===== config.mk =====
export PLATFORM = sky130hd
export DESIGN_NAME = rnc_dist
export DESIGN_NICKNAME = d
export VERILOG_FILES = /design/src/rtl/core/rgb_nearest_centroid_classifier_assert.svh /design/src/rtl/core/rnc_pkg.sv /design/src/rtl/core/rnc_dist.sv
export SDC_FILE = /design/constraint.sdc
export NUM_CORES = 2
export LEC_CHECK = 0
export ABC_CLOCK_PERIOD_IN_PS = 14500
export BUFFER_PORTS_ARGS = -buffer_cell sky130_fd_sc_hd__buf_4
export CORE_UTILIZATION = 30
export CTS_CLUSTER_DIAMETER = 80
export DETAILED_ROUTE_END_ITERATION = 16
export PLACE_DENSITY = 0.57
export RECOVER_POWER = 25
export REMOVE_ABC_BUFFERS = 1
export SLEW_MARGIN = 20
export SYNTH_ARGS = -nofsm -noshare
export SYNTH_HDL_FRONTEND = slang
export SYNTH_SLANG_ARGS = --single-unit

===== constraint.sdc =====
create_clock -name clock -period 14.5 [get_ports clock]
set_clock_uncertainty 0.1 [all_clocks]
set_input_delay 2.9 -clock clock [delete_from_list [all_inputs] [get_ports clock]]
set_output_delay 2.9 -clock clock [all_outputs]
set_load 0.01 [all_outputs]

===== src/rtl/core/rgb_nearest_centroid_classifier_assert.svh =====
// ----------------------------------------------------------------------------
// RGB nearest centroid classifier - assertion macros
// Short forms for the concurrent checks placed at the end of the top level.
// ----------------------------------------------------------------------------
`ifndef RGB_NEAREST_CENTROID_CLASSIFIER_ASSERT_SVH
`define RGB_NEAREST_CENTROID_CLASSIFIER_ASSERT_SVH

// Same-cycle implication, disabled while reset is high.
`define RNC_ASSERT_NOW(label, clk, rst, ante, cons, msg) \
   label: assert property (@(posedge clk) disable iff (rst) (ante) |-> (cons)) \
      else $error(msg);

// Next-cycle implication, disabled while reset is high.
`define RNC_ASSERT_NEXT(label, clk, rst, ante, cons, msg) \
   label: assert property (@(posedge clk) disable iff (rst) (ante) |=> (cons)) \
      else $error(msg);

`endif


===== src/rtl/core/rnc_pkg.sv =====
// ----------------------------------------------------------------------------
// RGB nearest centroid classifier - package
// Shared constants, class codes and register indexes.
// ----------------------------------------------------------------------------
package rnc_pkg;

   localparam int NUM_CENTROIDS   = 5;
   localparam int NUM_CH          = 3;
   localparam int FRAC_BITS_DEF   = 10;
   localparam int LEVEL_BITS_DEF  = 16;
   localparam int IN_LEVEL_W      = 16;
   localparam int REQ_TDATA_W     = 3 * IN_LEVEL_W;
   localparam int RSP_TDATA_W     = 8;
   localparam int CLASS_W         = 3;
   localparam int CSR_ADDR_W      = 3;
   localparam int CENTROID_RST_W  = 30;

   // Default centroids, r << 20 | g << 10 | b in Q0.10.
   localparam logic [CENTROID_RST_W-1:0] CENTROID_RESET [NUM_CENTROIDS] = '{
      30'd483676467, 30'd268918057, 30'd268760525, 30'd344383744, 30'd354765138
   };

   typedef enum logic [CLASS_W-1:0] {
      CLS_BLACK  = 3'd0,
      CLS_RED    = 3'd1,
      CLS_GREEN  = 3'd2,
      CLS_PURPLE = 3'd3,
      CLS_YELLOW = 3'd4,
      CLS_WHITE  = 3'd5
   } class_type;

   typedef enum logic [CSR_ADDR_W-1:0] {
      CSR_CENTROID_RED    = 3'd0,
      CSR_CENTROID_GREEN  = 3'd1,
      CSR_CENTROID_PURPLE = 3'd2,
      CSR_CENTROID_YELLOW = 3'd3,
      CSR_CENTROID_WHITE  = 3'd4
   } csr_idx_type;

endpackage


===== src/rtl/core/rnc_dist.sv =====
// ----------------------------------------------------------------------------
// RGB nearest centroid classifier - distance stages
// Per-channel absolute differences, then the scaled L1 distance per centroid.
// ----------------------------------------------------------------------------
module rnc_dist #(
   parameter int FRAC_BITS  = rnc_pkg::FRAC_BITS_DEF,
   parameter int LEVEL_BITS = rnc_pkg::LEVEL_BITS_DEF
) (
   input  logic                        clock,
   input  logic                        reset,
   input  logic                        in_valid,
   output logic                        in_ready,
   input  logic [LEVEL_BITS-1:0]       in_level [rnc_pkg::NUM_CH],
   input  logic [FRAC_BITS+LEVEL_BITS+1:0]
                                       in_prod [rnc_pkg::NUM_CENTROIDS][rnc_pkg::NUM_CH],
   input  logic                        in_force,
   input  rnc_pkg::class_type          in_cls,
   output logic                        out_valid,
   input  logic                        out_ready,
   output logic [FRAC_BITS+LEVEL_BITS+3:0] out_dist [rnc_pkg::NUM_CENTROIDS],
   output logic                        out_force,
   output rnc_pkg::class_type          out_cls
);
   import rnc_pkg::*;

   localparam int PROD_W = FRAC_BITS + LEVEL_BITS + 2;
   localparam int DIST_W = PROD_W + 2;

   logic              v3_ff, v3_in, v4_ff, v4_in;
   logic              ready3, ready4;
   logic [PROD_W-1:0] lvl_sh [NUM_CH];
   logic [PROD_W-1:0] diff3_ff [NUM_CENTROIDS][NUM_CH];
   logic [PROD_W-1:0] diff3_in [NUM_CENTROIDS][NUM_CH];
   logic [DIST_W-1:0] dist4_ff [NUM_CENTROIDS];
   logic [DIST_W-1:0] dist4_in [NUM_CENTROIDS];
   logic              force3_ff, force4_ff;
   class_type         cls3_ff, cls4_ff;

   assign ready4   = !v4_ff || out_ready;
   assign ready3   = !v3_ff || ready4;
   assign in_ready = ready3;
   assign v3_in    = in_valid;
   assign v4_in    = v3_ff;

   always_comb begin
      for (int ch = 0; ch < NUM_CH; ch++) begin
         lvl_sh[ch] = PROD_W'(in_level[ch]) << FRAC_BITS;
      end
      for (int i = 0; i < NUM_CENTROIDS; i++) begin
         for (int ch = 0; ch < NUM_CH; ch++) begin
            diff3_in[i][ch] = (lvl_sh[ch] >= in_prod[i][ch]) ?
                              (lvl_sh[ch] - in_prod[i][ch]) :
                              (in_prod[i][ch] - lvl_sh[ch]);
         end
      end
   end

   always_comb begin
      for (int i = 0; i < NUM_CENTROIDS; i++) begin
         dist4_in[i] = DIST_W'(diff3_ff[i][0]) + DIST_W'(diff3_ff[i][1]) +
                       DIST_W'(diff3_ff[i][2]);
      end
   end

   always_ff @(posedge clock) begin
      if (reset) begin
         v3_ff <= 1'b0;
         v4_ff <= 1'b0;
      end else begin
         if (ready3) begin
            v3_ff <= v3_in;
         end
         if (ready4) begin
            v4_ff <= v4_in;
         end
      end
   end

   always_ff @(posedge clock) begin
      if (ready3) begin
         diff3_ff  <= diff3_in;
         force3_ff <= in_force;
         cls3_ff   <= in_cls;
      end
      if (ready4) begin
         dist4_ff  <= dist4_in;
         force4_ff <= force3_ff;
         cls4_ff   <= cls3_ff;
      end
   end

   assign out_valid = v4_ff;
   assign out_dist  = dist4_ff;
   assign out_force = force4_ff;
   assign out_cls   = cls4_ff;

endmodule


After elaboration in Yosys (flattened, before gate mapping):

Index checks and enable logic that the tools add are counted.

* input port bits: 476
* output and inout port bits: 156
* register bits after elaboration: 580

* muxes and demuxes: 15
* add/subtract/negate cells: 40
* order comparisons: 15
* reductions and logical operators: 4

Operator list (number)
* 26-bit by 28-bit greater-or-equal comparator with 1-bit output: 15
* 28-bit two-way mux: 15
* 26-bit by 28-bit subtractor with 28-bit output: 15
* 28-bit by 26-bit subtractor with 28-bit output: 15
* 29-bit by 28-bit adder with 30-bit output: 5
* 28-bit by 28-bit adder with 29-bit output: 5
* 1-bit zero test: 2
* 1-bit logical OR: 2

Logic depth before layout (Yosys ltp):

* word-level depth: 3
* gate-level depth with buffers: 14

Least setup slack after synthesis:

OpenSTA, ideal clock, no wires.

* path type: input port to output port
* start point: input port out_ready
* end point: output port in_ready
* arrival time: 11.880 ns
* buffers on the path: 0
* stages: 2
* slack: -0.380 ns
* cell sequence: nor2b_1 > nand2_1

* longest elaborated chain between the ends: 2

RTL lines
* start: declaration: RTL line rnc_dist.sv:19 `input logic out_ready,`
* 1-bit logical OR: RTL line rnc_dist.sv:39 `assign ready4 = !v4_ff || out_ready;`
* 1-bit logical OR: RTL line rnc_dist.sv:40 `assign ready3 = !v3_ff || ready4;`
* end: declaration: RTL line rnc_dist.sv:12 `output logic in_ready,`

Every way passes these cells.

Worst setup path after layout:

* start point: input port out_ready
* end point: register diff3_ff[69] in the netlist's numbering, enable pin

* longest elaborated chain between the ends: 2

RTL lines
* 1-bit logical OR: RTL line rnc_dist.sv:39
* 1-bit logical OR: RTL line rnc_dist.sv:40
* end signal: assignment: RTL line rnc_dist.sv:81 `diff3_ff <= diff3_in;`
* end: declaration: RTL line rnc_dist.sv:32 `logic [PROD_W-1:0] diff3_ff [NUM_CENTROIDS][NUM_CH];`

Every way passes these cells.
A chain may end at the register's enable or synchronous reset.

==> metrics.txt <==
DRT iter0 DRCs 4256; area grow syn2layout 18.45%; global-route wire length before repair 321.6 mm; pwr/cell area 154.8 nW/um2; post-DP HPWL 185.7 mm; Die H 427.1 um; Tightest Pin Transition 7.363 ns; Post-Place Cells 8440; Final min period 8.912 ns; GR Overflow Total 0; synthesized area per cell 9.649 um2; core area ~180000 um2; failing checks max-capacitance violations, max-slew violations; Critical Path AT 8.90 ns; CP Class primary input to register; Top FF cell, synth edfxtp_1; Pwr Total 0.009944 W; DP Worst Slack 7.281 ns; CTS root buffer clkbuf_16; CTS Hold Bufs 0; Num CTS Buffers 83; CTS tree yes; count of state elements after synthesis 580; VDD IR max 0.09400 mV; post-synth cell types 95; final hold violations 0; number of synthesized flops with an enable pin 578; RSZ-0062 raised after global routing false; period utilization 61.46%; CTS resizes 0; min-delay worst type register to register; fin cells 8647; CTS sink cnt 580; CP Cell Sequence clkbuf_4 -> nor2b_1 -> nand2_1 -> clkbuf_1; clk_lat worst skew 0.73 ns; required time of the critical path 14.49 ns; Worst Setup Start Kind primary input; Post-Syn Instances between 5k and 6k; crit path capture type register; Critical Path Slowest Stage Cell clkbuf_1; initial antenna violation count about 120; Initial Util between 30% and 40%; fin. max-slew vios 213; Async S/R FF share, synth 0%; # rows 155; drt via density roughly 5.4; GP Congestion 0.9539; status complete, but fails checks; nets 7422; fmax 112.2 MHz; CP max FO 122; cell area after synthesis 54220 um2; Max transition margin -390.9%; Post CTS Setup Buffer Count 0; drt total wl 233.3 mm; register area share after synthesis 32.09%; port bufs roughly 630; Chip Width 427.1 um; # Max-Cap Violations 3; CTS clock-pin slew for the worst setup and hold paths 0.05 ns; hold slack between 0.3 and 0.4 ns; Filler cells 18.13k; DRC Markers 0; drt first pass iters 6; # IOs 632; gr usage total about a quarter; H-Tree Level Count 3; Bufs on Longest Clock Path 3; crit-path max cell delay 5.14 ns; layout cell share with drive strength beyond 1 between 10% and 20%; WL/cell approximately 27 um; Final ANT Viol Nets 0; largest net degree at the start of global routing 123; vias in the first global route about 45k; Leakage 28.52 nW; Synth Warn # 0; Die ar. 182400 um2; vias 46.84k; Final setup viols 0; setup ws final 5.588 ns
[sequential cells by signal (all words and copies together), names as in the netlist]
register and flops:
force3_ff 1, cls3_ff 3, out_cls 3, out_dist 150
out_valid 1, diff3_ff 420, v3_ff 1, out_force 1
[Yosys cell counts (52+ instances only)]
| master | instances | area share [%] |
|---|---|---|
| ha_1 | 615 | 14 |
| edfxtp_1 | 578 | 32 |
| inv_1 | 485 | 3.4 |
| a21oi_1 | 450 | 4.2 |
| nor2_1 | 353 | 2.4 |
| xnor2_1 | 285 | 4.6 |
| nand2_1 | 279 | 1.9 |
| o21ai_0 | 266 | 2.5 |
| a21o_1 | 262 | 3.6 |
| xor2_1 | 204 | 3.3 |
| mux2i_1 | 166 | 3.1 |
| clkbuf_1 | 163 | 1.1 |
| fa_1 | 160 | 5.9 |
| nor3_1 | 121 | 1.1 |
| nand3_1 | 87 | 0.80 |
| a31oi_1 | 81 | 0.93 |
| nor2b_1 | 68 | 0.78 |
| o21a_1 | 67 | 0.93 |
| o21bai_1 | 67 | 0.93 |
| nand2b_1 | 61 | 0.70 |
| a211oi_1 | 55 | 0.76 |
| and3_1 | 52 | 0.60 |
[worst max-delay path, delay by kind of cell]
family | cells | cell delay, ns
simple gates | 2 | 0.62
buf+inv | 2 | 5.24
[metrics by stage]
| stage | util, % | cell area (um2) | setup TNS, ns |
|---|---|---|---|
| floorplan | - | 53380 | -0.3804 |
| global placement | 34.32 | 61430 | 0 |
| detailed placement | 34.32 | 61430 | 0 |
| CTS | 35.84 | 64160 | 0 |
| global route | 35.87 | 64200 | 0 |
| finish | 35.88 | 64220 | 0 |
[layout make-up]
type	count	area, um2	area share, %
multi-input combinational	4354	34230	53.30
clock buffer	93	2115	3.293
inverter	485	1822	2.837
tap	2355	2947	4.588
clock inverter	56	614.3	0.9566
antenna	57	142.6	0.2221
sequential	580	17400	27.09
timing repair buffer	667	4956	7.717
[where the power goes]
| group | leakage [nW] | switching, W | internal (W) |
|---|---|---|---|
| registers | 6.11 | 0.000278 | 0.00258 |
| logic | 21.1 | 0.00288 | 0.00211 |
| clock network | 1.33 | 0.000868 | 0.00123 |
[logic make-up (layout without fill, tap and decap cells)]
family	after synthesis	after routing	share of synthesized area, %
flops	580	580	32.09
buf+inv	685	1301	4.897
fa+ha+maj	775	775	20.10
compound gates	1626	1626	19.78
mux	194	194	3.646
other cells	0	57	0
xor+xnor	489	489	7.899
simple gates	1270	1270	11.59
[path summary, 6_finish.rpt]
check / from / endpoint / slack, ns / depth (start not counted)
worst min-delay path: force3_ff / out_force / 0.32 / 0
worst min register to register: force3_ff / out_force / 0.32 / 0
worst max-delay path: out_ready / diff3_ff[69] / 5.59 / 4
worst max register to register: out_valid / diff3_ff[69] / 7.48 / 3
[per-layer routing]
metal	vias to the layer above	share of wire, %	global-route usage [%]
met5	-	0.087	0
met4	32	7.5	18.74
met3	499	6.7	3.706
met2	1849	47	40.13
met1	22824	39	29.60
li1	21638	-	-
[cell usage in the layout, fill, tap and decap left out, drive strengths merged, types with 87 or more instances in the layout]
master,count
nor2,353
edfxtp,578
a21o,262
clkbuf,115
xor2,204
inv,488
mux2i,166
fa,160
buf,645
nand3,87
a21oi,451
o21ai,268
ha,615
xnor2,285
nand2,279
nor3,123
Note: power is estimated with default switching activity, not from simulation.
