File: config.mk
export PLATFORM = sky130hd
export DESIGN_NAME = rnc_select
export DESIGN_NICKNAME = d
export VERILOG_FILES = /design/src/rtl/core/rgb_nearest_centroid_classifier_assert.svh /design/src/rtl/core/rnc_pkg.sv /design/src/rtl/core/rnc_select.sv
export SDC_FILE = /design/constraint.sdc
export NUM_CORES = 1
export LEC_CHECK = 0
export BUFFER_PORTS_ARGS = -buffer_cell sky130_fd_sc_hd__clkbuf_2
export CAP_MARGIN = 20
export CORE_MARGIN = 1.5
export CORE_UTILIZATION = 42
export DETAILED_ROUTE_END_ITERATION = 8
export SLEW_MARGIN = 10
export SYNTH_ARGS = -nofsm -noshare
export SYNTH_HDL_FRONTEND = slang
export SYNTH_SLANG_ARGS = --single-unit
File: constraint.sdc
create_clock -name clock -period 4.9 [get_ports clock]
set_input_delay 0.245 -clock clock [delete_from_list [all_inputs] [get_ports clock]]
set_output_delay 0.245 -clock clock [all_outputs]
set_load 0.02 [all_outputs]
File: src/rtl/core/rgb_nearest_centroid_classifier_assert.svh
// ----------------------------------------------------------------------------
// RGB nearest centroid classifier - assertion macros
// Short forms for the concurrent checks placed at the end of the top level.
// ----------------------------------------------------------------------------
`ifndef RGB_NEAREST_CENTROID_CLASSIFIER_ASSERT_SVH
`define RGB_NEAREST_CENTROID_CLASSIFIER_ASSERT_SVH

// Same-cycle implication, disabled while reset is high.
`define RNC_ASSERT_NOW(label, clk, rst, ante, cons, msg) \
   label: assert property (@(posedge clk) disable iff (rst) (ante) |-> (cons)) \
      else $error(msg);

// Next-cycle implication, disabled while reset is high.
`define RNC_ASSERT_NEXT(label, clk, rst, ante, cons, msg) \
   label: assert property (@(posedge clk) disable iff (rst) (ante) |=> (cons)) \
      else $error(msg);

`endif

File: src/rtl/core/rnc_pkg.sv
// ----------------------------------------------------------------------------
// RGB nearest centroid classifier - package
// Shared constants, class codes and register indexes.
// ----------------------------------------------------------------------------
package rnc_pkg;

   localparam int NUM_CENTROIDS   = 5;
   localparam int NUM_CH          = 3;
   localparam int FRAC_BITS_DEF   = 10;
   localparam int LEVEL_BITS_DEF  = 16;
   localparam int IN_LEVEL_W      = 16;
   localparam int REQ_TDATA_W     = 3 * IN_LEVEL_W;
   localparam int RSP_TDATA_W     = 8;
   localparam int CLASS_W         = 3;
   localparam int CSR_ADDR_W      = 3;
   localparam int CENTROID_RST_W  = 30;

   // Default centroids, r << 20 | g << 10 | b in Q0.10.
   localparam logic [CENTROID_RST_W-1:0] CENTROID_RESET [NUM_CENTROIDS] = '{
      30'd483676467, 30'd268918057, 30'd268760525, 30'd344383744, 30'd354765138
   };

   typedef enum logic [CLASS_W-1:0] {
      CLS_BLACK  = 3'd0,
      CLS_RED    = 3'd1,
      CLS_GREEN  = 3'd2,
      CLS_PURPLE = 3'd3,
      CLS_YELLOW = 3'd4,
      CLS_WHITE  = 3'd5
   } class_type;

   typedef enum logic [CSR_ADDR_W-1:0] {
      CSR_CENTROID_RED    = 3'd0,
      CSR_CENTROID_GREEN  = 3'd1,
      CSR_CENTROID_PURPLE = 3'd2,
      CSR_CENTROID_YELLOW = 3'd3,
      CSR_CENTROID_WHITE  = 3'd4
   } csr_idx_type;

endpackage

File: src/rtl/core/rnc_select.sv
// ----------------------------------------------------------------------------
// RGB nearest centroid classifier - selection stages
// Registered minimum tree over the five distances; the last stage is the
// output register.
// ----------------------------------------------------------------------------
module rnc_select #(
   parameter int FRAC_BITS  = rnc_pkg::FRAC_BITS_DEF,
   parameter int LEVEL_BITS = rnc_pkg::LEVEL_BITS_DEF
) (
   input  logic                        clock,
   input  logic                        reset,
   input  logic                        in_valid,
   output logic                        in_ready,
   input  logic [FRAC_BITS+LEVEL_BITS+3:0] in_dist [rnc_pkg::NUM_CENTROIDS],
   input  logic                        in_force,
   input  rnc_pkg::class_type          in_cls,
   output logic                        out_valid,
   input  logic                        out_ready,
   output rnc_pkg::class_type          out_cls
);
   import rnc_pkg::*;

   localparam int DIST_W = FRAC_BITS + LEVEL_BITS + 4;

   logic              v5_ff, v5_in, v6_ff, v6_in;
   logic              ready5, ready6;
   logic [DIST_W-1:0] d01_ff, d01_in, d23_ff, d23_in, d4_ff, d_mid;
   class_type         c01_ff, c01_in, c23_ff, c23_in, c_mid;
   logic              force5_ff;
   class_type         cls5_ff, cls6_ff, cls6_in;

   assign ready6   = !v6_ff || out_ready;
   assign ready5   = !v5_ff || ready6;
   assign in_ready = ready5;
   assign v5_in    = in_valid;
   assign v6_in    = v5_ff;

   // A later centroid replaces an earlier one only when strictly closer.
   always_comb begin
      if (in_dist[1] < in_dist[0]) begin
         d01_in = in_dist[1];
         c01_in = CLS_GREEN;
      end else begin
         d01_in = in_dist[0];
         c01_in = CLS_RED;
      end
      if (in_dist[3] < in_dist[2]) begin
         d23_in = in_dist[3];
         c23_in = CLS_YELLOW;
      end else begin
         d23_in = in_dist[2];
         c23_in = CLS_PURPLE;
      end
   end

   always_comb begin
      if (d23_ff < d01_ff) begin
         d_mid = d23_ff;
         c_mid = c23_ff;
      end else begin
         d_mid = d01_ff;
         c_mid = c01_ff;
      end
      if (force5_ff) begin
         cls6_in = cls5_ff;
      end else if (d4_ff < d_mid) begin
         cls6_in = CLS_WHITE;
      end else begin
         cls6_in = c_mid;
      end
   end

   always_ff @(posedge clock) begin
      if (reset) begin
         v5_ff <= 1'b0;
         v6_ff <= 1'b0;
      end else begin
         if (ready5) begin
            v5_ff <= v5_in;
         end
         if (ready6) begin
            v6_ff <= v6_in;
         end
      end
   end

   always_ff @(posedge clock) begin
      if (ready5) begin
         d01_ff    <= d01_in;
         c01_ff    <= c01_in;
         d23_ff    <= d23_in;
         c23_ff    <= c23_in;
         d4_ff     <= in_dist[4];
         force5_ff <= in_force;
         cls5_ff   <= in_cls;
      end
      if (ready6) begin
         cls6_ff <= cls6_in;
      end
   end

   assign out_valid = v6_ff;
   assign out_cls   = cls6_ff;

endmodule

== Word-level counts from Yosys, hierarchy flattened ==
Cells that the tools add are included.

* Order comparisons: 4
* Muxes and demuxes: 8
* Reduce and logical (&&, ||, !) cells: 4

{| class="wikitable"
|+ Operator list
! operator !! number
|-
| $lt 30x30->1 || 4
|-
| $mux 30 || 3
|-
| $mux 3 || 4
|-
| $logic_not 1->1 || 2
|-
| $logic_or 1x1->1 || 2
|-
| $mux 2 || 1
|}

* Input port bits: 158
* Register bits: 105
* Logic and storage cells: 26
* Output and inout port bits: 5

== Depth between registers and ports, before layout ==
Gate-level depths: netlist of run 1.

* Word-level depth: 5
* Gate-level depth with buffers: 18
* Mapped depth without buffers: 16

== Worst setup path after synthesis of run 1 ==
No wires, ideal clock.

* Path type: reg-to-reg
* Start point: reg d23_ff[28]
* End point: reg cls6_ff[0], in the netlist out_cls[0], data pin
* Data required time: 4.635 ns
* Stages on the path, launching flop included: 17
* Path buffers: 2
* Setup time: 0.265 ns
* Period minus slack after synthesis: 3.983 ns
* Setup slack: 0.917 ns
* Arrival time: 3.718 ns
* Cells stage by stage: edfxtp_1 ha_1 nand4_1 or3_4 nor4_4 a21o_1 buf_6 buf_6 mux2i_1 ha_1 nand3b_4 nor3_2 nand3_1 or4_1 o211a_1 o32ai_1 a31oi_1

* Cells in the longest elaborated chain, start to end: 5
* Elaborated cells on any way between the ends: 6
* Classes of those cells: order compare: 2; mux: 4

{| class="wikitable"
|+ Ends and longest elaborated chain
! what !! line !! source
|-
| from (decl) || rnc_select.sv:27 || <nowiki>logic [DIST_W-1:0] d01_ff, d01_in, d23_ff, d23_in, d4_ff, d_mid;</nowiki>
|-
| from (signal assigned) || rnc_select.sv:91 || <nowiki>d23_ff <= d23_in;</nowiki>
|-
| $lt 30x30->1 || rnc_select.sv:57 || <nowiki>if (d23_ff < d01_ff) begin</nowiki>
|-
| $mux 30 || rnc_select.sv:57 ||
|-
| $lt 30x30->1 || rnc_select.sv:66 || <nowiki>end else if (d4_ff < d_mid) begin</nowiki>
|-
| $mux 3 (*) || rnc_select.sv:66 ||
|-
| $mux 3 (*) || rnc_select.sv:64 || <nowiki>if (force5_ff) begin</nowiki>
|-
| named net cls6_in[0] || rnc_select.sv:30 || <nowiki>class_type cls5_ff, cls6_ff, cls6_in;</nowiki>
|-
| to (signal assigned) || rnc_select.sv:98 || <nowiki>cls6_ff <= cls6_in;</nowiki>
|-
| to (decl) || rnc_select.sv:30 ||
|}

The timed path passes the listed nets; every way through them passes the cells marked *.
A chain may end at the register's enable or synchronous reset.

== Final worst setup path of run 1 ==
* Start point: reg d23_ff[19]
* End point: reg cls6_ff[0], in the netlist out_cls[0], data pin

Same word-level chain as after synthesis.

==> results of run 1 <==
-- kinds of logic after synthesis --
kind of cell             Yosys count  share of synthesized area, %
AO/OA/AOI/OAI                    175                          15.5
adder cells (fa/ha/maj)          116                          18.8
buffers and inverters            126                          6.68
flip-flops                       103                          39.9
multiplexers                      61                          8.43
AND/OR/NAND/NOR                  153                          10.7
-- cells in the final DEF, fill, tap and decap left out, types with 3 or more instances in the layout --
master	n
ha_1	116
a21oi_1	35
mux2_1	4
nor2b_1	7
o21ai_0	24
a211oi_1	5
a31oi_1	31
inv_6	3
edfxtp_1	101
a211o_1	3
clkbuf_2	162
mux2_2	27
nand2_1	18
nor2_1	48
and3_1	5
nand4_1	45
nand2b_1	4
nand3_1	9
clkbuf_16	9
o211ai_1	4
o21a_1	6
a21o_1	20
buf_4	9
nor3_1	5
and4_1	3
o311ai_1	28
mux2i_1	30
inv_1	94
-- cells in the mapped netlist, types with 7 or more instances --
library cell,n
nand2_1,19
edfxtp_1,101
nor2b_1,7
inv_1,94
clkbuf_1,19
nand3_1,9
o311ai_1,28
a21o_1,20
buf_2,9
o21a_1,7
ha_1,116
a21oi_1,35
mux2_2,27
mux2i_1,30
o21ai_0,24
nand4_1,45
nor2_1,48
a31oi_1,31
-- state kept, by name (all words and copies together), names as in the netlist --
| name | flops |
|---|---|
| out_valid | 1 |
| d01_ff | 30 |
| d4_ff | 30 |
| v5_ff | 1 |
| c23_ff | 2 |
| d23_ff | 30 |
| force5_ff | 1 |
| c01_ff | 2 |
| out_cls | 3 |
| cls5_ff | 3 |
-- where the power goes --
group	total, mW	internal [mW]	switching [mW]
clock network	0.694	0.356	0.337
logic	0.902	0.410	0.492
registers	1.15	1.09	0.0626
-- path summary, 6_finish.rpt --
kind                        start                endpoint  slack, ns  cells past startpoint
min reg2reg    v5_ff$_SDFFE_PP0P_  out_valid$_SDFFE_PP0P_       0.54                      2
max reg2reg  d23_ff[19]$_DFFE_PP_    out_cls[0]$_DFFE_PP_       0.52                     16
max          d23_ff[19]$_DFFE_PP_    out_cls[0]$_DFFE_PP_       0.52                     16
min                    in_dist[4]      d4_ff[4]$_DFFE_PP_       0.06                      1
-- final cells by class --
cell class	instances	area, µm²	share of cell area [%]
sequential	103	3070	34.1
inverter	94	353	3.91
multi-input combinational	505	4140	45.9
tap	229	287	3.18
clock inverter	7	61.3	0.680
antenna	2	5.00	0.0555
clock buffer	9	225	2.50
timing repair buffer	171	878	9.74
-- layer usage --
layer	GRT usage, %	up-vias	wire length [µm]
met5	0	-	0
met4	4.71	0	267
met3	3.46	13	829
met2	30.6	123	8340
met1	26.5	2809	8780
li1	-	3102	-
-- metrics by stage --
| step | power [mW] | worst slack [ns] | std cells | hold WS (ns) | utilization, % |
|---|---|---|---|---|---|
| final | 2.75 | 0.522 | 1120 | 0.0628 | 50.2 |
| after global routing | 2.93 | 0.256 | 1120 | 0.0480 | 50.2 |
| after CTS | 2.77 | 0.524 | 1118 | 0.0496 | 50.2 |
| after detailed placement | 2.07 | 0.554 | 1102 | 0.424 | 48.6 |
| after global placement | 2.06 | 0.617 | 1102 | 0.422 | 48.6 |
| after floorplan | 1.81 | 0.917 | 734 | 0.317 | - |
-- critical path: cells and delay by family, from the launching register on --
family                     cells  cell delay [ns]
buffers and inverters          1             0.19
and+or+nand+nor                4             1.04
DFF                            1             0.42
muxes                          1             0.17
adders and majority gates      2             0.68
AOI/OAI and AO/OA              8             1.64
==> results_dict.tcl, run 1 <==
set metrics [dict create \
    period_share_pct 89.4 \
    nFillCells 1666 \
    firstDrtPassIters 4 \
    synth_flop_cell "edfxtp_1" \
    finalSetupViolCount 0 \
    power_density_nw_per_um2 304 \
    status "finished clean" \
    overflow 0 \
    detailed_place_hpwl_um 14600 \
    clkSlewWorstSetupHoldPaths_ns 0.08 \
    crit_fanout 10 \
    fin_crit_ns 4.38 \
    num_vias 6047 \
    syn_area_um2 7700 \
    yosysSeqAreaShare_pct 39.9 \
    cts_made_buffers 9 \
    hold_violations 0 \
    fp.dieW_um 138 \
    rows 49 \
    async_flop_share_pct 0 \
    io_buffer_count 162 \
    clk_root_buffer_cell "clkbuf_16" \
    arrival_ns 4.47 \
    p_leak_nw 4.31 \
    ant_nets 0 \
    path_cells "ha_1 -> a21oi_1 -> o21ai_0 -> a221oi_1 -> o21bai_1 -> a21o_1 -> buf_4 -> mux2i_1 -> ha_1 -> nand3b_4 -> nor3_2 -> nand3_1 -> or4_1 -> o211a_1 -> o32ai_1 -> a31oi_1" \
    core_um2 18000 \
    io_pins 163 \
    ctsHoldBuffers 0 \
    setup_tns_ns 0 \
    drive_above_1_share_pct 24.9 \
    slowest_stage "or4_1" \
    max_cap_violations 0 \
    synth_area_per_cell_um2 10.5 \
    wl_per_cell_um 16.3 \
    worstMarginPinSlew_ns 0.971 \
    cts_max_level 3 \
    clk_path_buf_depth 2 \
    drt-total-wl_um 18200 \
    ys_ff_latch 103 \
    initial_utilization_pct 42.9 \
    syn_to_final_growth_pct 17.1 \
    post_drt_via_cell_ratio 5.40 \
    netlist.area_leader.share_pct 39.4 \
    critPathKind "reg -> reg" \
    ys_warn_count 0 \
    worstSetupEndpointType "register" \
    cts_resized 0 \
    ys_types 49 \
    fin_skew_ns 0.00860 \
    synth_edf_count 101 \
    cts_sinks 103 \
    synth_area_leaders "edfxtp_1, ha_1, inv_1" \
    relSlewSlack_pct 35.3 \
    cp_common_cell "ha_1" \
    gp_congestion 0.843 \
    die_y_um 138 \
    crit_path_start_kind "register" \
    drc 0 \
    place_area_um2 8730 \
    peakVddDrop_mv 0.255 \
    crit_required_ns 4.99 \
    worstSkewPairLatency_ns 0.35 \
    grt_pass1_wl_um 29100 \
    yosys.area.top_type "edfxtp_1" \
    cts_setup_buffers 0 \
    synth_nets 1008 \
    fmax_ghz 0.228 \
    nets 1158 \
    grt_pass1_vias 5771 \
    die_area_um2 19200 \
    cts_tree "built" \
    rsz0062_at_grt "no" \
    grtUsageTotal_pct 19.0 \
    drt-initial-drc-count 273 \
    max_stage_delay_ns 0.57 \
    synth_cells 734 \
    slew_violations 0 \
    final_area_um2 9020 \
    antenna_found_initial 2 \
    grt_start_max_net_pins 76 \
    hp-class "in -> reg" \
]
Note: power is estimated with default switching activity, not from simulation.
==> inputs of run 2 (changes only) <==
--- a/config.mk
+++ b/config.mk
@@ -8,7 +8,8 @@
 export BUFFER_PORTS_ARGS = -buffer_cell sky130_fd_sc_hd__clkbuf_2
 export CAP_MARGIN = 20
 export CORE_MARGIN = 1.5
-export CORE_UTILIZATION = 42
+export CORE_UTILIZATION = 35
+export CTS_CLUSTER_DIAMETER = 80
 export DETAILED_ROUTE_END_ITERATION = 8
 export SLEW_MARGIN = 10
 export SYNTH_ARGS = -nofsm -noshare
==> run 2 against run 1 <==
  * Register-to-register slack worse by 0.08 ns
  * Sequential cell count is the same
  * Clock power about the same
  * Sequential share of layout area shrank 0.36 points
  * Clock skew up 0.0026 ns
  * Core utilization fell by 8.2 points
  * Final area increased by 1.1%
  * Sequential power hardly changed
  * Maximum frequency is 1.8% lower
  * Clock-buffer cell count did not move
==> results_dict.tcl, run 2 (synthesis results as in run 1) <==
set metrics [dict create \
    nets 1161 \
    drive_above_1_share_pct 25.1 \
    fin_skew_ns 0.0112 \
    overflow 0 \
    max_stage_delay_ns 0.55 \
    grtUsageTotal_pct 17.4 \
    arrival_ns 4.55 \
    syn_to_final_growth_pct 18.4 \
    p_leak_nw 4.31 \
    gp_congestion 0.821 \
    grt_pass1_wl_um 30400 \
    peakVddDrop_mv 0.232 \
    worstSetupEndpointType "register" \
    cts_tree "built" \
    hold_violations 0 \
    critPathKind "reg -> reg" \
    cts_resized 0 \
    fmax_ghz 0.224 \
    fp.dieW_um 151 \
    grt_start_max_net_pins 67 \
    drt-total-wl_um 19300 \
    clkSlewWorstSetupHoldPaths_ns 0.08 \
    status "finished clean" \
    power_density_nw_per_um2 304 \
    core_um2 21700 \
    num_vias 6100 \
    fin_crit_ns 4.46 \
    grt_pass1_vias 5982 \
    period_share_pct 91.0 \
    crit_required_ns 4.99 \
    top_regs "d01_ff: 30 flops, d23_ff: 30 flops, d4_ff: 30 flops" \
    relSlewSlack_pct 44.9 \
    reg2reg_from "d23_ff[28]$_DFFE_PP_" \
    slew_violations 0 \
    firstDrtPassIters 5 \
    mostFrequentLayoutCell "clkbuf_2" \
    post_drt_via_cell_ratio 5.19 \
    wl_per_cell_um 16.4 \
    place_inst 1156 \
    rows 54 \
    initial_utilization_pct 35.5 \
    final_cell_count_no_fill 1175 \
    layout_common_cells "clkbuf_2, ha_1, edfxtp_1" \
    multi_input_area_um2 4140 \
    worstMarginPinSlew_ns 0.816 \
    cp-startpoint "d23_ff[28]$_DFFE_PP_" \
    io_buffer_count 162 \
    crit_path_start_kind "register" \
    ctsHoldBuffers 0 \
    clk_path_buf_depth 2 \
    finalSetupViolCount 0 \
    crit_fanout 7 \
    cts_made_buffers 9 \
    slowest_stage "or4_1" \
    worstHoldStart "in_dist[3]" \
    path_cells "ha_1 -> nand4_1 -> or3_4 -> nor4_4 -> a21o_1 -> buf_4 -> mux2i_1 -> ha_1 -> nand4_1 -> nor3_2 -> nand3_1 -> or4_1 -> o211a_1 -> o32ai_1 -> a31oi_1" \
    nFillCells 2088 \
    die_y_um 151 \
    worstSkewPairLatency_ns 0.36 \
    whs_ns 0.0531 \
    cts_setup_buffers 0 \
    max_cap_violations 0 \
    rsz0062_at_grt "no" \
    antenna_found_initial 4 \
    die_area_um2 22900 \
    drc 0 \
    seq_area_um2 3070 \
    cts_max_level 3 \
    ant_nets 0 \
    detailed_place_hpwl_um 15600 \
    io_pins 163 \
    drt-initial-drc-count 458 \
    clk_root_buffer_cell "clkbuf_16" \
    cts_sinks 103 \
    hp-class "in -> reg" \
    setup_tns_ns 0 \
]
## run 2: cell count changes in the layout (fill, tap and decap cells not counted)
cell | previous run | this run
inv_8 | 2 | 1
buf_12 | 0 | 1
inv_6 | 3 | 2
clkinvlp_4 | 0 | 2
diode_2 | 2 | 3
buf_4 | 9 | 11
## run 2: report_power, final
part	leakage (nW)	internal [mW]	switching (mW)	total, mW
clock network	0.132	0.351	0.342	0.693
registers	1.08	1.09	0.0680	1.16
logic	3.11	0.425	0.496	0.921
## run 2: metal layers
metal | GRT usage, % | vias up | routed length (µm)
met5 | 0 | - | 11
met4 | 7.57 | 2 | 547
met3 | 2.23 | 31 | 722
met2 | 28.0 | 133 | 8940
met1 | 23.3 | 2820 | 9040
li1 | - | 3114 | -
## run 2: path summary, 6_finish.rpt
check / end / slack, ns / cells after the start
min: d4_ff[3]$_DFFE_PP_ / 0.05 / 1
max: out_cls[0]$_DFFE_PP_ / 0.44 / 15
min reg2reg: out_valid$_SDFFE_PP0P_ / 0.54 / 2
max reg2reg: out_cls[0]$_DFFE_PP_ / 0.44 / 15
## run 2: critical path, delay by kind of cell, from the launching register on
| family | cells | cell delay, ns |
|---|---|---|
| AO/OA/AOI/OAI | 4 | 0.91 |
| buffers and inverters | 1 | 0.24 |
| multiplexers | 1 | 0.08 |
| adder cells (fa/ha/maj) | 2 | 0.65 |
| flip-flops | 1 | 0.39 |
| AND/OR/NAND/NOR | 7 | 1.90 |
## run 2: final cells by class
type	instances	area share (%)
multi-input combinational	505	45.4
sequential	103	33.7
timing repair buffer	174	10.0
inverter	94	3.87
tap	280	3.84
clock buffer	9	2.47
clock inverter	7	0.618
antenna	3	0.0824
## run 2: per-stage QoR
step,setup slack [ns],total power [mW],instance area [µm²],utilization [%]
2_1_floorplan,0.917,1.81,7700,-
3_3_place_gp,0.500,2.08,8820,40.7
3_5_place_dp,0.471,2.09,8820,40.7
4_1_cts,0.467,2.79,9110,42.0
5_1_grt,0.188,2.95,9110,42.0
6_report,0.441,2.77,9110,42.0
==> inputs of run 3 (changes only) <==
--- a/config.mk
+++ b/config.mk
@@ -5,6 +5,7 @@
 export SDC_FILE = /design/constraint.sdc
 export NUM_CORES = 1
 export LEC_CHECK = 0
+export ABC_AREA = 1
 export BUFFER_PORTS_ARGS = -buffer_cell sky130_fd_sc_hd__clkbuf_2
 export CAP_MARGIN = 20
 export CORE_MARGIN = 1.5
==> run 3 against run 2 <==
  * Via count is 11% lower
  * Global-route usage is 1.3 points lower
  * Area after synthesis is 9.4% lower
  * First-iteration DRC count is 50% lower
  * Synthesized cell count is 4.6% higher
  * Final cell count is 1.7% higher
  * Maximum frequency is 27% higher
  * Sequential share of layout area is 3.2 points higher
  * Critical path depth is 5 higher
  * Final area is 8.7% lower
  * Clock power is 2% higher
==> results_dict.tcl, run 3 <==
set metrics [dict create \
    final_area_um2 8320 \
    synth_compound_area_share_pct 13.5 \
    hold_violations 0 \
    rsz0062_at_grt "no" \
    die_area_um2 20800 \
    arrival_ns 3.63 \
    cts_made_buffers 9 \
    pre_cts_ws_ns 1.35 \
    cts_resized 0 \
    antenna_found_initial 0 \
    synth_nets 1042 \
    worstSetupEndpointType "register" \
    synth_area_leaders "edfxtp_1, ha_1, nand2_1" \
    overflow 0 \
    antenna_cells 0 \
    ctsHoldBuffers 0 \
    clk_path_buf_depth 2 \
    initial_utilization_pct 35.7 \
    mostFrequentLayoutCell "nand2_1" \
    yosysSeqAreaShare_pct 44.0 \
    cts_sinks 103 \
    fin_crit_ns 3.52 \
    wl_per_cell_um 13.7 \
    drive_above_1_share_pct 20.5 \
    grt_pass1_vias 5097 \
    io_pins 163 \
    relSlewSlack_pct 40.6 \
    synth_area_per_cell_um2 9.08 \
    status "finished clean" \
    synth_cells 768 \
    crit_fanout 62 \
    synth_edf_count 101 \
    cts_max_level 3 \
    drt-total-wl_um 16400 \
    grt_pass1_wl_um 25200 \
    cts_tree "built" \
    cts_setup_buffers 0 \
    grtUsageTotal_pct 16.1 \
    synthSimpleGateAreaFrac_pct 13.5 \
    max_cap_violations 0 \
    hp-class "in -> reg" \
    num_vias 5403 \
    crit_required_ns 5.01 \
    synth_most_common_cell "nand2_1" \
    period_share_pct 71.8 \
    nets 1199 \
    synth_adder_area_share_pct 20.8 \
    syn_to_final_growth_pct 19.3 \
    ys_warn_count 0 \
    grt_start_max_net_pins 63 \
    whs_ns 0.0681 \
    rows 51 \
    ant_nets 0 \
    gp_congestion 0.832 \
    peakVddDrop_mv 0.145 \
    post_drt_via_cell_ratio 4.52 \
    die_y_um 144 \
    drt-initial-drc-count 227 \
    finalSetupViolCount 0 \
    async_flop_share_pct 0 \
    top_regs "d01_ff: 30 flops, d23_ff: 30 flops, d4_ff: 30 flops" \
    slew_violations 0 \
    crit_path_start_kind "register" \
    synthMuxAreaShare_pct 0 \
    layout_common_cells "nand2_1, clkbuf_2, inv_1" \
    clk_root_buffer_cell "clkbuf_16" \
    detailed_place_hpwl_um 13400 \
    power_density_nw_per_um2 320 \
    setup_tns_ns 0 \
    ys_types 31 \
    clkSlewWorstSetupHoldPaths_ns 0.07 \
    yosys.area.top_type "edfxtp_1" \
    fp.dieW_um 144 \
    fin_ws_ns 1.38 \
    worstMarginPinSlew_ns 0.891 \
    critPathKind "reg -> reg" \
    ys_ff_latch 103 \
    fmax_ghz 0.284 \
    place_area_um2 8030 \
    synth_top_family_by_area "adder cells" \
    worstSkewPairLatency_ns 0.34 \
    p_leak_nw 4.20 \
    firstDrtPassIters 5 \
    synth_flop_cell "edfxtp_1" \
    netlist.area_leader.share_pct 43.5 \
    syn_area_um2 6980 \
    synthXorXnorAreaFrac_pct 0 \
    fin_skew_ns 0.00558 \
    io_buffer_count 162 \
    synthTopCellsByCount "nand2_1, inv_1, ha_1" \
    core_um2 19500 \
    drc 0 \
]
==> run 3: final cells by class <==
cell class | count | area (µm²)
flip-flops and latches | 103 | 3070
inverters | 122 | 458
clock inverters | 6 | 61.3
well taps | 265 | 332
repair buffers | 164 | 826
clock buffers | 10 | 229
multi-input cells | 525 | 3340
fillers | 1961 | 11200
==> run 3: metal layers <==
layer / global-route usage [%] / share of wire, %
met1: 22.6 / 50
met2: 24.9 / 43
met3: 2.65 / 4.0
met4: 6.11 / 2.2
met5: 0 / 0
==> run 3: path summary, 6_finish.rpt <==
path	depth (start not counted)	startpoint	slack [ns]	to
max	20	d23_ff[29]$_DFFE_PP_	1.38	out_cls[1]$_DFFE_PP_
min	2	reset	0.07	out_valid$_SDFFE_PP0P_
max reg2reg	20	d23_ff[29]$_DFFE_PP_	1.38	out_cls[1]$_DFFE_PP_
min reg2reg	2	v5_ff$_SDFFE_PP0P_	0.48	out_valid$_SDFFE_PP0P_
==> run 3: worst max-delay path, stage by stage, from the launching register on <==
cell      delay [ns]
edfxtp_1        0.40
ha_1            0.31
nand2_1         0.08
nor2_2          0.12
and2_2          0.17
nand2_1         0.07
nor2_2          0.12
nand2_2         0.09
nand2_4         0.39
o21ai_0         0.16
ha_1            0.31
a21oi_1         0.15
o21ai_0         0.09
nand3_1         0.07
a21oi_1         0.06
a211oi_1        0.17
nor2_1          0.06
a211oi_1        0.23
nand2_2         0.11
nand2_1         0.07
nand2_1         0.04
==> run 3: stage by stage <==
stage          power [mW]  instances  utilization [%]
2_1_floorplan        1.73        768                -
3_3_place_gp         1.96       1179             41.1
3_5_place_dp         1.98       1179             41.1
4_1_cts              2.68       1195             42.6
5_1_grt              2.87       1195             42.6
6_report             2.66       1195             42.6
==> run 3: cell families (layout without fill, tap and decap cells) <==
kind of cell,count (synthesis),count (layout)
and+or+nand+nor,233,233
AOI/OAI and AO/OA,176,176
buffers and inverters,140,302
adders and majority gates,116,116
DFF,103,103
==> run 3: report_power, final <==
group          switching (mW)  internal [mW]
Sequential             0.0436           1.09
Combinational           0.503          0.320
Clock                   0.313          0.394
